<file path="config.mk">
export PLATFORM = sky130hd
export DESIGN_NAME = ps2_scancode_decoder
export DESIGN_NICKNAME = d
export VERILOG_FILES = /design/src/rtl/core/ps2sd_pkg.sv /design/src/rtl/core/ps2sd_ram.sv /design/src/rtl/core/ps2sd_decode.sv /design/src/rtl/core/ps2_scancode_decoder.sv
export SDC_FILE = /design/constraint.sdc
export NUM_CORES = 1
export LEC_CHECK = 0
export BUFFER_PORTS_ARGS = -buffer_cell sky130_fd_sc_hd__buf_2
export CORE_ASPECT_RATIO = 1.1
export CORE_MARGIN = 3
export CORE_UTILIZATION = 35
export DETAILED_ROUTE_END_ITERATION = 12
export GPL_TIMING_DRIVEN = 0
export SLEW_MARGIN = 20
export SYNTH_ARGS = -nofsm -noshare
export SYNTH_HDL_FRONTEND = slang
export SYNTH_SLANG_ARGS = --single-unit
</file>
<file path="constraint.sdc">
create_clock -name clk -period 9.7 [get_ports clk]
set_input_delay 1.455 -clock clk [delete_from_list [all_inputs] [get_ports clk]]
set_output_delay 1.455 -clock clk [all_outputs]
set_load 0.05 [all_outputs]
</file>
<file path="src/rtl/core/ps2sd_pkg.sv">
`default_nettype none
package ps2sd_pkg;

	localparam logic [7:0] PREFIX_BYTE = 8'hE0;
	localparam logic [6:0] BASE_MASK   = 7'h7F;
	localparam logic [7:0] RELEASE_BIT = 8'h80;
	localparam logic [6:0] LSHIFT_CODE = 7'h2A;
	localparam logic [6:0] RSHIFT_CODE = 7'h36;
	localparam int unsigned TABLE_LEN  = 58;
	localparam int unsigned MAP_DEPTH  = 256;
	localparam int unsigned MAP_AW     = 8;

	localparam logic KIND_SCAN  = 1'b0;
	localparam logic KIND_QUERY = 1'b1;

	localparam logic [6:0] PLAIN_CHARS [0:TABLE_LEN-1] = '{
		7'h00, 7'h1B, 7'h31, 7'h32, 7'h33, 7'h34, 7'h35, 7'h36, 7'h37, 7'h38,
		7'h39, 7'h30, 7'h2D, 7'h3D, 7'h08, 7'h09, 7'h71, 7'h77, 7'h65, 7'h72,
		7'h74, 7'h79, 7'h75, 7'h69, 7'h6F, 7'h70, 7'h5B, 7'h5D, 7'h0A, 7'h01,
		7'h61, 7'h73, 7'h64, 7'h66, 7'h67, 7'h68, 7'h6A, 7'h6B, 7'h6C, 7'h3B,
		7'h27, 7'h60, 7'h02, 7'h5C, 7'h7A, 7'h78, 7'h63, 7'h76, 7'h62, 7'h6E,
		7'h6D, 7'h2C, 7'h2E, 7'h2F, 7'h03, 7'h2A, 7'h04, 7'h20
	};

	localparam logic [6:0] SHIFTED_CHARS [0:TABLE_LEN-1] = '{
		7'h00, 7'h1B, 7'h21, 7'h40, 7'h23, 7'h24, 7'h25, 7'h5E, 7'h26, 7'h2A,
		7'h28, 7'h29, 7'h5F, 7'h2B, 7'h08, 7'h09, 7'h51, 7'h57, 7'h45, 7'h52,
		7'h54, 7'h59, 7'h55, 7'h49, 7'h4F, 7'h50, 7'h7B, 7'h7D, 7'h0A, 7'h01,
		7'h41, 7'h53, 7'h44, 7'h46, 7'h47, 7'h48, 7'h4A, 7'h4B, 7'h4C, 7'h3A,
		7'h22, 7'h7E, 7'h02, 7'h7C, 7'h5A, 7'h58, 7'h43, 7'h56, 7'h42, 7'h4E,
		7'h4D, 7'h3C, 7'h3E, 7'h3F, 7'h03, 7'h2A, 7'h04, 7'h20
	};

	typedef struct packed {
		logic              we;
		logic [MAP_AW-1:0] waddr;
		logic              wdata;
		logic              re;
		logic [MAP_AW-1:0] raddr;
	} map_req_t;

	typedef struct packed {
		logic       emit;
		logic       kind;
		logic [6:0] key_code;
		logic [6:0] char_value;
	} dec_res_t;

endpackage
`default_nettype wire

</file>
<file path="src/rtl/core/ps2sd_ram.sv">
`default_nettype none
module ps2sd_ram #(
	parameter int unsigned WIDTH = 1,
	parameter int unsigned DEPTH = 256
) (
	input  wire                     clk,
	input  wire                     we,
	input  wire [$clog2(DEPTH)-1:0] waddr,
	input  wire [WIDTH-1:0]         wdata,
	input  wire                     re,
	input  wire [$clog2(DEPTH)-1:0] raddr,
	output logic [WIDTH-1:0]        rdata
);

	logic [WIDTH-1:0] mem [0:DEPTH-1];

	always_ff @(posedge clk) begin
		if (we) begin
			mem[waddr] <= wdata;
		end
		if (re) begin
			rdata <= mem[raddr];
		end
	end

endmodule
`default_nettype wire

</file>
<file path="src/rtl/core/ps2sd_decode.sv">
`default_nettype none
module ps2sd_decode
	import ps2sd_pkg::*;
(
	input  wire        clk,
	input  wire        arst_n,
	input  wire        accept,
	input  wire        kind,
	input  wire [7:0]  code_byte,
	input  wire [7:0]  query_key,
	output logic       busy,
	output map_req_t   map_req,
	output dec_res_t   res
);

	logic              prefix_q;
	logic              shift_q;
	logic              clr_busy_q;
	logic [MAP_AW-1:0] clr_addr_q;

	logic              is_scan;
	logic              is_prefix;
	logic              released;
	logic [6:0]        base;
	logic              shift_key;
	logic              shift_nxt;
	logic              in_table;
	logic [6:0]        ch;

	always_comb begin
		is_scan   = (kind == KIND_SCAN);
		is_prefix = (code_byte == PREFIX_BYTE);
		released  = |(code_byte & RELEASE_BIT);
		base      = code_byte[6:0] & BASE_MASK;
		shift_key = !prefix_q && (base == LSHIFT_CODE || base == RSHIFT_CODE);
		shift_nxt = shift_key ? !released : shift_q;
		in_table  = ({25'd0, base} < TABLE_LEN);
		ch        = 7'd0;
		if (in_table) begin
			ch = shift_nxt ? SHIFTED_CHARS[base[5:0]] : PLAIN_CHARS[base[5:0]];
		end
	end

	always_comb begin
		map_req.re    = accept && !is_scan;
		map_req.raddr = query_key;
		if (clr_busy_q) begin
			map_req.we    = 1'b1;
			map_req.waddr = clr_addr_q;
			map_req.wdata = 1'b0;
		end else begin
			map_req.we    = accept && is_scan && !is_prefix;
			map_req.waddr = {prefix_q, base};
			map_req.wdata = !released;
		end
	end

	always_comb begin
		res.kind       = kind;
		res.key_code   = is_scan ? base : 7'd0;
		res.char_value = is_scan ? ch : 7'd0;
		res.emit       = !is_scan ||
			(!is_prefix && !released && !prefix_q && in_table && (ch != 7'd0));
	end

	assign busy = clr_busy_q;

	always_ff @(posedge clk or negedge arst_n) begin
		if (!arst_n) begin
			prefix_q   <= 1'b0;
			shift_q    <= 1'b0;
			clr_busy_q <= 1'b1;
			clr_addr_q <= '0;
		end else begin
			if (clr_busy_q) begin
				clr_addr_q <= clr_addr_q + 1'b1;
				if (&clr_addr_q) begin
					clr_busy_q <= 1'b0;
				end
			end
			if (accept && is_scan) begin
				if (is_prefix) begin
					prefix_q <= 1'b1;
				end else begin
					prefix_q <= 1'b0;
					shift_q  <= shift_nxt;
				end
			end
		end
	end

endmodule
`default_nettype wire

</file>
<file path="src/rtl/core/ps2_scancode_decoder.sv">
// PS/2 scan code set 1 decoder. Takes one transaction per cycle, a scan code
// byte (kind 0) or a pressed-state query (kind 1), while the map is not being
// cleared and the output is not backed up. Key-down events and query answers pass
// through a stage register and an output register after acceptance, so a stalled
// output still lets the next transaction in while the stage register is free. The
// pressed-key map lives in a 256 x 1 synchronous RAM, which a query reads when it
// is accepted. After reset the block clears all 256 map entries, during which in_ready stays low.
`default_nettype none
module ps2_scancode_decoder
	import ps2sd_pkg::*;
(
	input  wire        clk,
	input  wire        arst_n,
	input  wire        in_valid,
	output logic       in_ready,
	input  wire        kind,
	input  wire [7:0]  code_byte,
	input  wire [7:0]  query_key,
	input  wire [7:0]  tick_stamp,
	output logic       out_valid,
	input  wire        out_ready,
	output logic       result_kind,
	output logic [6:0] key_code,
	output logic [6:0] char_value,
	output logic [7:0] event_time,
	output logic       is_down
);

	logic     busy;
	logic     accept;
	logic     adv_s1;
	map_req_t map_req;
	dec_res_t res;
	logic     map_rdata;

	logic       valid_s1;
	logic       kind_s1;
	logic [6:0] code_s1;
	logic [6:0] char_s1;
	logic [7:0] time_s1;

	logic       out_valid_q;
	logic       kind_q;
	logic [6:0] code_q;
	logic [6:0] char_q;
	logic [7:0] time_q;
	logic       down_q;

	assign adv_s1   = valid_s1 && (!out_valid_q || out_ready);
	assign in_ready = !busy && (!valid_s1 || adv_s1);
	assign accept   = in_valid && in_ready;

	ps2sd_decode u_decode (
		.clk       (clk),
		.arst_n    (arst_n),
		.accept    (accept),
		.kind      (kind),
		.code_byte (code_byte),
		.query_key (query_key),
		.busy      (busy),
		.map_req   (map_req),
		.res       (res)
	);

	ps2sd_ram #(
		.WIDTH (1),
		.DEPTH (MAP_DEPTH)
	) u_map (
		.clk   (clk),
		.we    (map_req.we),
		.waddr (map_req.waddr),
		.wdata (map_req.wdata),
		.re    (map_req.re),
		.raddr (map_req.raddr),
		.rdata (map_rdata)
	);

	always_ff @(posedge clk or negedge arst_n) begin
		if (!arst_n) begin
			valid_s1    <= 1'b0;
			out_valid_q <= 1'b0;
		end else begin
			if (accept) begin
				valid_s1 <= res.emit;
			end else if (adv_s1) begin
				valid_s1 <= 1'b0;
			end
			if (adv_s1) begin
				out_valid_q <= 1'b1;
			end else if (out_ready) begin
				out_valid_q <= 1'b0;
			end
		end
	end

	always_ff @(posedge clk) begin
		if (accept) begin
			kind_s1 <= res.kind;
			code_s1 <= res.key_code;
			char_s1 <= res.char_value;
			time_s1 <= (res.kind == KIND_SCAN) ? tick_stamp : 8'd0;
		end
		if (adv_s1) begin
			kind_q <= kind_s1;
			code_q <= code_s1;
			char_q <= char_s1;
			time_q <= time_s1;
			down_q <= (kind_s1 == KIND_QUERY) ? map_rdata : 1'b0;
		end
	end

	assign out_valid   = out_valid_q;
	assign result_kind = kind_q;
	assign key_code    = code_q;
	assign char_value  = char_q;
	assign event_time  = time_q;
	assign is_down     = down_q;

endmodule
`default_nettype wire

</file>
## Word-level counts from Yosys, hierarchy flattened

Memory sizes are Yosys's and may differ from the RTL's. A register that Yosys moved wholly into a read port is not among the register bits.
Index checks and enable logic that the tools add are counted.

- Flip-flop bits (word level): 60
- Output and inout bits: 26
- RAM bits: 256
- Word-level logic and storage cells: 70
- Memories: 3
- Bits in read-only memories: 896

Memories:

| name | depth | bits a word | read ports | clocked after memory_dff | write ports | line | source |
|---|---|---|---|---|---|---|---|
| (no name shown) | 64 | 7 | 1 | 0 | 0 | ps2sd_decode.sv:40 | `ch = shift_nxt ? SHIFTED_CHARS[base[5:0]] : PLAIN_CHARS[base[5:0]];` |
| (no name shown) | 64 | 7 | 1 | 0 | 0 | ps2sd_decode.sv:40 |  |
| u_map.mem | 256 | 1 | 1 | 1 | 1 | ps2sd_ram.sv:15 | `logic [WIDTH-1:0] mem [0:DEPTH-1];` |

- Equality and inequality tests: 3
- $lt $le $gt $ge: 2
- Reduce and logical (&&, ||, !) cells: 26
- Bitwise operators: 3
- Multiplexer cells: 17
- $add $sub $neg: 1

Operators with widths:

| kind | count |
|---|---|
| 2-to-1 mux 7 bit | 6 |
| == test 7 x 6 -> 1 bit (second input constant) | 2 |
| logical AND 1 bit | 11 |
| 2-to-1 mux 1 bit | 10 |
| 2-to-1 mux 10 bit | 1 |
| adder 8 x 1 -> 8 bit (second input constant) | 1 |
| == test 8 bit (second input constant) | 1 |
| AND reduction 8 bit | 1 |
| greater-or-equal comparator 7 bit (second input constant) | 1 |
| less-than comparator 7 x 6 -> 1 bit (second input constant) | 1 |
| NOT 6 -> 7 bit | 1 |
| nonzero test 7 bit | 1 |
| zero test 1 bit | 6 |
| logical OR 1 bit | 4 |
| nonzero test 2 bit | 2 |
| NOT 1 bit | 2 |
| AND reduction 2 bit | 1 |

## Logic depth before layout (Yosys ltp)

Gate-level depths: netlist of run 1.

- Depth after elaboration: 11
- Depth in mapped cells: 11

## Cells and area by module

From an unflattened synthesis of run 1, not the netlist that was laid out.

- Cells, all modules: 1142
- Area total of the unflattened synthesis: 14794.2 um^2

Modules (own cells, without submodules):

| module | times used | sequential area each (um^2) | area each (um^2) | cells each |
|---|---|---|---|---|
| ps2sd_ram | 1 | 7717.4 | 11138.2 | 788 |
| ps2sd_decode | 1 | 276.5 | 2082.0 | 288 |
| ps2_scancode_decoder | 1 | 1461.4 | 1574.0 | 66 |

## Worst setup path before layout of run 1

No wires, ideal clock.

- Kind: input to register
- Start: in code_byte[7]
- End: mem u_map.mem[0], data pin
- Arrival time: 7.310 ns
- Setup slack: 0.996 ns
- Library setup time: 1.393 ns
- Cell stages on the path: 1
- Data required time: 8.307 ns
- Buffers on the path: 0
- Path through: nor2_1

- Longest elaborated chain between the ends: 2

RTL lines:

| what | line | source |
|---|---|---|
| from (decl) | ps2_scancode_decoder.sv:17 | `input wire [7:0] code_byte,` |
| zero test 1 bit | ps2sd_decode.sv:54 | `map_req.wdata = !released;` |
| 2-to-1 mux 10 bit | ps2sd_decode.sv:47 | `if (clr_busy_q) begin` |
| to (decl) | ps2sd_ram.sv:15 |  |

Every way passes these cells.

## Worst setup path in the final report of run 1

- Start: in code_byte[1]
- End: mem u_map.mem[126], enable pin

- Longest elaborated chain between the ends: 6

RTL lines:

| what | line | source |
|---|---|---|
| == test 8 bit | ps2sd_decode.sv:32 | `is_prefix = (code_byte == PREFIX_BYTE);` |
| zero test 1 bit | ps2sd_decode.sv:52 | `map_req.we = accept && is_scan && !is_prefix;` |
| logical AND 1 bit | ps2sd_decode.sv:52 |  |
| 2-to-1 mux 10 bit * | ps2sd_decode.sv:47 |  |
| 2-to-1 mux 1 bit | ps2sd_ram.sv:18 | `if (we) begin` |
| 2-to-1 mux 1 bit (not written as such) | ps2sd_ram.sv:19 | `mem[waddr] <= wdata;` |

Mark *: on every way between the ends. The rest lies on a longest branch, timed or not.

==> flow_metrics.tcl, run 1 <==
set metrics [dict create \
    result_of_the_run "complete, no violations" \
    async_flop_share 0.04101 \
    synth_top_family_by_area "simple AND/OR/NAND/NOR gates" \
    synthSimpleGateAreaFrac 0.1280 \
    yosys_warnings 0 \
    cts_post_setup_buffers_inserted 0 \
    drv_slew 0 \
    post-synth-top-area-fraction 0.6198 \
    cp-start-kind "input pin" \
    numClockSinks 317 \
    dpl-instance-area_um2 15860 \
    post_cts_resize_count 0 \
    placement_rows 78 \
    finalCritPeriodShare 0.4892 \
    hold_buffer_count_at_cts 0 \
    ff2ff_setup_slack_ns 6.57 \
    vdd_drop_max_mv 0.1036 \
    yosysTopAreaCell "sky130_fd_sc_hd__edfxtp_1" \
    synthesis.instances 1143 \
    synth.area.top_cells "sky130_fd_sc_hd__edfxtp_1 (62%), sky130_fd_sc_hd__nor2_1 (7.4%), sky130_fd_sc_hd__mux4_2 (5.7%)" \
    cts_tree "done" \
    die_y_um 221.2 \
    n_fill_cell 3972 \
    final.min_clock_period_ns 4.745 \
    final-hold-violation-count 0 \
    drv_cap 0 \
    cts-root-buf "sky130_fd_sc_hd__clkbuf_16" \
    timing_worst_setup_path_type "input pin to flip-flop" \
    cts.htree.levels 2 \
    multiInputGateArea_um2 4836 \
    pwr_density_cell_nw_per_um2 182.2 \
    maxSlewHeadroom 0.3578 \
    power.static_leakage_nw 5.558 \
    route.detailed.drc 0 \
    hpwl_um 26910 \
    wirelength_um 38440 \
    initial_core_utilization 0.3560 \
    finish.net_count 1281 \
    synth_cell_types 68 \
    port_buffers 51 \
    post_synthesis_cell_area_um2 14730 \
    grt-ovfl-total 0 \
    synth-seq-area-share 0.6419 \
    grt_usage 0.1721 \
    via_count 9767 \
    yosys_most_used_dff "sky130_fd_sc_hd__edfxtp_1" \
    syn-mean-instance-area_um2 12.89 \
    detail_route.first_pass.iterations 5 \
    synth.ff_latch_count 317 \
    post_drt_wl_per_cell_um 21.11 \
    hold_end "key_code[5]" \
    clkTransAtPathRegs_ns 0.06 \
    kind_of_path_behind_the_tightest_hold_check "flip-flop to flip-flop" \
    numCtsBuffers 35 \
    worstHoldStart "code_s1[5]" \
    drive_above_1_share 0.1681 \
    num_antenna_cells 0 \
    boundaryPins 55 \
    timing.rr.end "u_map.mem[126]" \
    report.final.setup_viol 0 \
    grt_max_degree 44 \
    finalClockSkew_ns 0.02470 \
    final.setup.tns_ns 0 \
    worst-endpoint-arrival_ns 4.96 \
    synth_enable_flop_cells 304 \
    yosys-mux-area-fraction 0.1140 \
    wire_length_of_the_first_global_routing_pass_um 59420 \
    synth_compound_area_frac 0.06923 \
    cts_buffer_depth 3 \
    viasPerCell 5.364 \
    antenna_found_initial 0 \
    rr_startpoint "u_decode.busy" \
    die_w_um 201.6 \
    design_area_um2 16910 \
    hold_depth 0 \
    floorplan.core_area_um2 41380 \
    tightest_slew_ns 0.9622 \
    net_count_after_synthesis 1186 \
    cp_max_fo 11 \
    critical_path_required_ns 9.92 \
    seqCellArea_um2 9455 \
    via_count_of_the_first_global_routing_pass 9831 \
    dieArea_um2 44580 \
    drtIter0Drc 908 \
    synth-adder-area-share 0.01189 \
    gp_congestion 0.8987 \
    clock_insertion_delay_worst_skew_ns 0.51 \
    cp_endpoint_kind "flip-flop" \
    synth_xor_area_frac 0.004162 \
    grt_setup_unrepaired "false" \
    achievable-frequency_mhz 210.8 \
    area_growth_pct 14.78 \
    logic_depth_of_the_worst_register_to_register_path 9 \
    drt.antenna.violating_nets 0 \
    postLayoutCoreUtil 0.4086 \
]
## where the power goes
group,leakage (nW),internal [mW],total (mW),switching (mW)
clock network,0.512,0.719,1.24,0.519
registers,2.94,1.53,1.54,0.00808
logic,2.10,0.0927,0.302,0.210
## Yosys cell counts (all sizes together), types with 7 or more instances
cell type / number
edfxtp: 304
nor2: 292
mux2i: 74
nand2: 68
buf: 47
clkbuf: 38
mux4: 37
o22ai: 29
o21ai: 26
a21oi: 18
nor2b: 17
ha: 14
inv: 14
nand3: 13
dfrtp: 12
nand3b: 12
a211oi: 9
mux2: 9
nand2b: 9
o31ai: 9
nor3: 7
## placed cells by master, fill, tap and decap left out, types with 4 or more instances in the layout
cell type / instances
sky130_fd_sc_hd__edfxtp_1: 304
sky130_fd_sc_hd__nor2_1: 291
sky130_fd_sc_hd__buf_2: 89
sky130_fd_sc_hd__mux2i_1: 74
sky130_fd_sc_hd__nand2_1: 64
sky130_fd_sc_hd__clkbuf_1: 48
sky130_fd_sc_hd__mux4_2: 37
sky130_fd_sc_hd__clkbuf_16: 35
sky130_fd_sc_hd__o22ai_1: 28
sky130_fd_sc_hd__o21ai_0: 26
sky130_fd_sc_hd__a21oi_1: 17
sky130_fd_sc_hd__nor2b_1: 15
sky130_fd_sc_hd__inv_1: 14
sky130_fd_sc_hd__ha_1: 14
sky130_fd_sc_hd__nand3_1: 13
sky130_fd_sc_hd__nand3b_1: 12
sky130_fd_sc_hd__dfrtp_1: 12
sky130_fd_sc_hd__nand2b_1: 9
sky130_fd_sc_hd__o31ai_1: 9
sky130_fd_sc_hd__a211oi_1: 9
sky130_fd_sc_hd__mux2_2: 8
sky130_fd_sc_hd__nor3_1: 7
sky130_fd_sc_hd__a31oi_1: 6
sky130_fd_sc_hd__o2111ai_1: 5
sky130_fd_sc_hd__o211ai_1: 5
sky130_fd_sc_hd__clkinv_2: 5
sky130_fd_sc_hd__clkinv_1: 5
sky130_fd_sc_hd__nand2_2: 4
sky130_fd_sc_hd__o22a_1: 4
sky130_fd_sc_hd__xor2_1: 4
sky130_fd_sc_hd__buf_12: 4
## flip-flops by register name, indices dropped and copies added, names as in the netlist, 7 cells and up
signal / flops
u_decode.clr_addr_q: 8
key_code: 7
char_s1: 7
time_s1: 8
event_time: 8
char_value: 7
u_map.mem: 256
code_s1: 7
## cells by family (layout without fill, tap and decap cells)
| logic type | after synthesis | after routing |
|---|---|---|
| fa+ha+maj | 14 | 14 |
| compound gates | 145 | 145 |
| mux | 120 | 120 |
| flops | 317 | 317 |
| buf+inv | 99 | 217 |
| simple gates | 441 | 441 |
| xor+xnor | 7 | 7 |
## per-layer routing
metal | up-vias | GRT usage | part of all wire
li1 | 4406 | - | -
met1 | 4916 | 0.2311 | 0.42
met5 | - | 0 | 0
met3 | 68 | 0.02648 | 0.060
met2 | 377 | 0.2905 | 0.49
met4 | 0 | 0.05088 | 0.024
## worst max-delay path, cell delays in order
cell	delay, ns
sky130_fd_sc_hd__buf_2	0.19
sky130_fd_sc_hd__clkbuf_1	0.41
sky130_fd_sc_hd__inv_1	0.37
sky130_fd_sc_hd__ha_1	0.40
sky130_fd_sc_hd__nand3_1	0.12
sky130_fd_sc_hd__nor4_1	0.09
sky130_fd_sc_hd__or3_1	0.31
sky130_fd_sc_hd__clkbuf_1	0.19
sky130_fd_sc_hd__o22ai_1	0.47
sky130_fd_sc_hd__nand2_1	0.43
sky130_fd_sc_hd__buf_2	0.35
sky130_fd_sc_hd__nor2_1	0.16
## layout make-up
cell class / instances / share of cell area
Sequential cell: 317 / 0.5593
Multi-Input combinational cell: 727 / 0.2860
Inverter: 14 / 0.003108
Tap cell: 560 / 0.04144
Clock inverter: 15 / 0.007697
Clock buffer: 45 / 0.05403
Buffer: 85 / 0.02368
Timing Repair Buffer: 58 / 0.02472
## worst max-delay path by stage
stage	start	endpoint	slack (ns)	cells after the start
after floorplan	code_byte[7]	u_map.mem[0]	1.0	1
after global placement	code_byte[7]	u_map.mem[124]	-3.61	2
after detailed placement	code_byte[1]	u_map.mem[126]	4.52	12
after CTS	code_byte[1]	u_map.mem[126]	5.05	12
after global routing	code_byte[1]	u_map.mem[126]	4.74	12
final	code_byte[1]	u_map.mem[126]	4.96	12
## through the flow
stage          hold WS [ns]  setup slack (ns)  std cells  total power [mW]
3_5_place_dp         0.4045             4.519       1761             1.869
5_1_grt              0.4211             4.738       1821             3.178
6_report             0.4143             4.955       1821             3.080
4_1_cts              0.4173             5.055       1821             3.103
2_1_floorplan        0.4003            0.9964       1143             1.770
3_3_place_gp         0.4015            -3.606       1754             1.870
Note: power is estimated with default switching activity, not from simulation.
==> run 2, diff against run 1 <==
clock period = 4.78 ns   (was 9.7 ns; I/O delays follow)
==> run 2 against run 1 <==
  * Sequential share of layout area decreased by 0.12 points
  * Utilization increased by 0.085 points
  * Via count about the same
  * Setup slack got worse by 4.2 ns
==> flow_metrics.tcl, run 2 (synthesized netlist as in run 1, its figures left out) <==
set metrics [dict create \
    result_of_the_run "complete, no violations" \
    wirelength_um 38770 \
    timing.rr.end "u_map.mem[204]" \
    critical_path_required_ns 5.00 \
    finish.net_count 1281 \
    cts_tree "done" \
    antenna_found_initial 0 \
    largest_register_ffs 256 \
    registers.top_by_ff_count "u_map.mem" \
    hpwl_um 26630 \
    drv_cap 0 \
    num_antenna_cells 0 \
    boundaryPins 55 \
    detail_route.first_pass.iterations 5 \
    clkTransAtPathRegs_ns 0.06 \
    route.detailed.drc 0 \
    maxSlewHeadroom 0.3709 \
    via_count 9763 \
    cell_breakdown_of_the_critical_path "buf_2 > clkbuf_1 > inv_1 > ha_1 > nand3_1 > nor4_1 > or3_1 > clkbuf_1 > o22ai_1 > nand2_1 > buf_2 > nor2_1" \
    power.static_leakage_nw 5.572 \
    tightest_slew_ns 0.9426 \
    floorplan.core_area_um2 41380 \
    cp_num_buf_inv 5 \
    final.setup.tns_ns 0 \
    place_inst 1761 \
    hold_buffer_count_at_cts 0 \
    numCtsBuffers 35 \
    report.final.setup_viol 0 \
    drive_above_1_share 0.1688 \
    cts_post_setup_buffers_inserted 0 \
    fin_worst_hold_slack_ns 0.09828 \
    post_layout_nonfiller_instances 1822 \
    drv_slew 0 \
    drtIter0Drc 755 \
    initial_core_utilization 0.3560 \
    dieArea_um2 44580 \
    total_power_mw 6.249 \
    layout.cells.most_common_list "sky130_fd_sc_hd__edfxtp_1 (304), sky130_fd_sc_hd__nor2_1 (291), sky130_fd_sc_hd__buf_2 (89), sky130_fd_sc_hd__mux2i_1 (74), sky130_fd_sc_hd__nand2_1 (64)" \
    ff2ff_setup_slack_ns 1.65 \
    cts-root-buf "sky130_fd_sc_hd__clkbuf_16" \
    area_growth_pct 15.02 \
    wire_length_of_the_first_global_routing_pass_um 59550 \
    worst-endpoint-arrival_ns 4.20 \
    rr_startpoint "out_valid" \
    port_buffers 51 \
    numClockSinks 317 \
    drt.antenna.violating_nets 0 \
    post_drt_wl_per_cell_um 21.28 \
    final.min_clock_period_ns 3.984 \
    kind_of_path_behind_the_tightest_hold_check "input pin to asynchronous set/reset pin" \
    pwr_density_cell_nw_per_um2 368.9 \
    postLayoutCoreUtil 0.4094 \
    cts.htree.levels 2 \
    grt-ovfl-total 0 \
    finalCritPeriodShare 0.8334 \
    setup_ws_ns 0.7962 \
    finalClockSkew_ns 0.01606 \
    critPathMaxStageDelay_ns 0.47 \
    vdd_drop_max_mv 0.1617 \
    die_y_um 221.2 \
    mostFrequentLayoutCell "sky130_fd_sc_hd__edfxtp_1" \
    cp_endpoint_kind "flip-flop" \
    post_cts_resize_count 0 \
    cp_max_fo 10 \
    cts_buffer_depth 3 \
    die_w_um 201.6 \
    clock_insertion_delay_worst_skew_ns 0.53 \
    viasPerCell 5.358 \
    cp-start-kind "input pin" \
    grt_max_degree 44 \
    achievable-frequency_mhz 251.0 \
    grt_usage 0.1716 \
    placement_rows 78 \
    gp_congestion 0.9241 \
    via_count_of_the_first_global_routing_pass 9878 \
    final-hold-violation-count 0 \
    worst_path_dominant_cell_family "buffers and inverters" \
    grt_setup_unrepaired "false" \
    dp_worst_setup_slack_ns 0.3513 \
    design_area_um2 16940 \
    dpl-instance-area_um2 15890 \
    timing_worst_setup_path_type "input pin to flip-flop" \
    logic_depth_of_the_worst_register_to_register_path 9 \
    slowest_stage "sky130_fd_sc_hd__clkbuf_1" \
]
[run 2: per-layer routing]
layer	vias to the layer above	global-route usage	routed length, um
met1	4927	0.2286	16270
met2	347	0.2906	19060
li1	4406	-	-
met5	-	0	0
met3	83	0.02634	2333
met4	0	0.05335	1108
[run 2: how the worst max path moves through the flow]
stage | start | endpoint | slack (ns) | cells past startpoint
floorplan | u_decode.busy | u_map.mem[0] | 1.35 | 3
global placement | code_byte[7] | u_map.mem[124] | -0.26 | 2
detailed placement | code_byte[1] | u_map.mem[118] | 0.35 | 12
CTS | code_byte[1] | u_map.mem[118] | 0.89 | 12
global route | code_byte[1] | u_map.mem[214] | 0.52 | 12
finish | code_byte[0] | u_map.mem[204] | 0.80 | 12
[run 2: layout make-up]
| type | count | area [um2] |
|---|---|---|
| clock buffers | 42 | 902.1 |
| flip-flops and latches | 317 | 9455 |
| fillers | 3999 | 24440 |
| repair buffers | 58 | 440.4 |
| well taps | 560 | 700.7 |
| clock inverters | 19 | 153.9 |
| inverters | 14 | 52.55 |
| multi-input cells | 727 | 4836 |
| plain buffers | 85 | 400.4 |
[run 2: where the power goes]
group          total (mW)  internal [mW]  switching [mW]
Combinational       0.617          0.190           0.426
Clock                2.51           1.41            1.10
Sequential           3.12           3.11          0.0178
Total                6.25           4.71            1.54
==> run 3, diff against run 2 <==
clock period = 4 ns   (was 4.78 ns; I/O delays follow)
==> run 3 against run 2 <==
  * Largest cell class unchanged
  * Cell area up 0.24%
  * Critical endpoint is now u_map.mem[118]
  * Highest routed layer unchanged
  * Combinational power up 20%
  * Clock power up 20%
  * Die area unchanged
  * Clock skew up 0.00061 ns
  * Sequential power up 20%
  * Non-clock buffer count up 3
==> flow_metrics.tcl, run 3 (synthesized netlist as in run 1, its figures left out) <==
set metrics [dict create \
    result_of_the_run "complete, no violations" \
    wire_length_of_the_first_global_routing_pass_um 59540 \
    cts_buffer_depth 3 \
    n_fill_cell 3993 \
    clock_insertion_delay_worst_skew_ns 0.53 \
    design_area_um2 16980 \
    hold_depth 2 \
    floorplan.core_area_um2 41380 \
    grt_max_degree 44 \
    wirelength_um 38780 \
    registers.top_by_ff_count "u_map.mem" \
    grt_usage 0.1716 \
    hpwl_um 26630 \
    worstHoldStart "tick_stamp[5]" \
    dieArea_um2 44580 \
    worst_path_dominant_cell_family "buffers and inverters" \
    route.detailed.drc 0 \
    via_count 9770 \
    hold_end "time_s1[5]" \
    finalClockSkew_ns 0.01666 \
    cts_tree "done" \
    via_count_of_the_first_global_routing_pass 9883 \
    grt-ovfl-total 0 \
    final-hold-violation-count 0 \
    antenna_found_initial 0 \
    kind_of_path_behind_the_tightest_hold_check "input pin to flip-flop" \
    port_buffers 51 \
    dp_worst_setup_slack_ns -0.3117 \
    worst-endpoint-arrival_ns 3.96 \
    final.min_clock_period_ns 3.687 \
    die_y_um 221.2 \
    setup_ws_ns 0.3127 \
    numCtsBuffers 35 \
    logic_depth_of_the_worst_register_to_register_path 7 \
    layout.cells.most_common_list "sky130_fd_sc_hd__edfxtp_1 (304), sky130_fd_sc_hd__nor2_1 (291), sky130_fd_sc_hd__buf_2 (89), sky130_fd_sc_hd__mux2i_1 (74), sky130_fd_sc_hd__nand2_1 (64)" \
    area_growth_pct 15.30 \
    clkTransAtPathRegs_ns 0.06 \
    numClockSinks 317 \
    slowest_stage "sky130_fd_sc_hd__nor4_1" \
    cp-start-kind "input pin" \
    largest_register_ffs 256 \
    ff2ff_setup_slack_ns 1.07 \
    finalCritPeriodShare 0.9218 \
    gp_congestion 0.9241 \
    post_drt_wl_per_cell_um 21.25 \
    cp_max_fo 10 \
    placement_rows 78 \
    drive_above_1_share 0.1723 \
    boundaryPins 55 \
    crit_cells 12 \
    achievable-frequency_mhz 271.2 \
    timing_worst_setup_path_type "input pin to flip-flop" \
    post_layout_nonfiller_instances 1825 \
    tightest_slew_ns 0.9658 \
    vdd_drop_max_mv 0.1937 \
    drv_slew 0 \
    drtIter0Drc 724 \
    grt_setup_unrepaired "false" \
    cp_endpoint_kind "flip-flop" \
    viasPerCell 5.353 \
    cts.htree.levels 2 \
    num_antenna_cells 0 \
    drt.antenna.violating_nets 0 \
    report.final.setup_viol 0 \
    rr_startpoint "u_decode.busy" \
    dpl-instance-area_um2 15890 \
    critical_path_required_ns 4.27 \
    place_inst 1761 \
    cp_num_buf_inv 5 \
    finish.net_count 1284 \
    cts-root-buf "sky130_fd_sc_hd__clkbuf_16" \
    die_w_um 201.6 \
    detail_route.first_pass.iterations 5 \
    maxSlewHeadroom 0.3506 \
    timing.rr.end "u_map.mem[117]" \
    mostFrequentLayoutCell "sky130_fd_sc_hd__edfxtp_1" \
    pwr_density_cell_nw_per_um2 439.9 \
    cell_breakdown_of_the_critical_path "buf_2 > clkbuf_1 > inv_1 > ha_1 > nand3_1 > nor4_1 > or3_1 > clkbuf_1 > o22ai_2 > nand2_1 > buf_2 > nor2_1" \
    initial_core_utilization 0.3560 \
    power.static_leakage_nw 5.584 \
    critPathMaxStageDelay_ns 0.47 \
    drv_cap 0 \
]
[run 3: cell count changes in the layout (fill, tap and decap cells not counted)]
cell                            before  now
sky130_fd_sc_hd__o22ai_2             1    3
sky130_fd_sc_hd__buf_4               3    5
sky130_fd_sc_hd__dlygate4sd3_1       0    1
sky130_fd_sc_hd__clkinvlp_4          0    1
sky130_fd_sc_hd__o22ai_1            28   26
sky130_fd_sc_hd__inv_1              14   13
[run 3: worst register-to-register path: stages, from the launching register on]
cell,delay (ns)
sky130_fd_sc_hd__dfstp_2,0.51
sky130_fd_sc_hd__clkbuf_1,0.24
sky130_fd_sc_hd__clkbuf_1,0.45
sky130_fd_sc_hd__nand3b_1,0.15
sky130_fd_sc_hd__o31ai_1,0.28
sky130_fd_sc_hd__nand2_1,0.50
sky130_fd_sc_hd__buf_2,0.36
sky130_fd_sc_hd__nor2_1,0.16
[run 3: timing repair]
action | 4_1_cts | 5_1_grt
setup buffers | 0 | 2
endpoints found under the setup margin | 0 | 80
gates resized for setup | 0 | 3
hold buffers | 1 | 0
endpoints found under the hold margin | 12 | 0
[run 3: worst max path at each step]
stage          slack, ns        endpoint          start
3_5_place_dp       -0.31  u_map.mem[118]   code_byte[1]
2_1_floorplan       0.57    u_map.mem[0]  u_decode.busy
4_1_cts             0.23  u_map.mem[118]   code_byte[1]
6_report            0.31  u_map.mem[118]   code_byte[0]
3_3_place_gp       -1.02  u_map.mem[124]  u_decode.busy
5_1_grt             0.11  u_map.mem[214]   code_byte[0]
[run 3: area by class of cell]
cell class	count	area [um2]	share of cell area
plain buffers	85	400.4	0.02358
clock buffers	42	902.1	0.05312
clock inverters	19	153.9	0.009062
inverters	14	56.30	0.003315
multi-input cells	727	4848	0.2855
flip-flops and latches	317	9455	0.5568
well taps	560	700.7	0.04126
repair buffers	61	465.4	0.02741
[run 3: stage by stage]
stage / TNS [ns] / util / power (mW) / hold slack [ns]
2_1_floorplan: 0 / - / 4.284 / 0.3044
4_1_cts: 0 / 0.4097 / 7.521 / 0.3569
3_3_place_gp: -284.60 / 0.3792 / 4.519 / 0.4005
6_report: 0 / 0.4104 / 7.471 / 0.3716
5_1_grt: 0 / 0.4104 / 7.705 / 0.3634
3_5_place_dp: -23.73 / 0.3839 / 4.538 / 0.4052
[run 3: metal layers]
| layer | track usage | vias to the layer above | share of wire |
|---|---|---|---|
| li1 | - | 4415 | - |
| met1 | 0.2285 | 4948 | 0.42 |
| met2 | 0.2906 | 330 | 0.49 |
| met3 | 0.02634 | 77 | 0.062 |
| met4 | 0.05335 | 0 | 0.027 |
| met5 | 0 | - | 0 |
[run 3: where the power goes]
part	leakage, nW	internal (mW)	total [mW]	switching, mW
Sequential	2.94	3.71	3.73	0.0211
Combinational	2.12	0.230	0.741	0.511
Clock	0.517	1.69	3.00	1.31
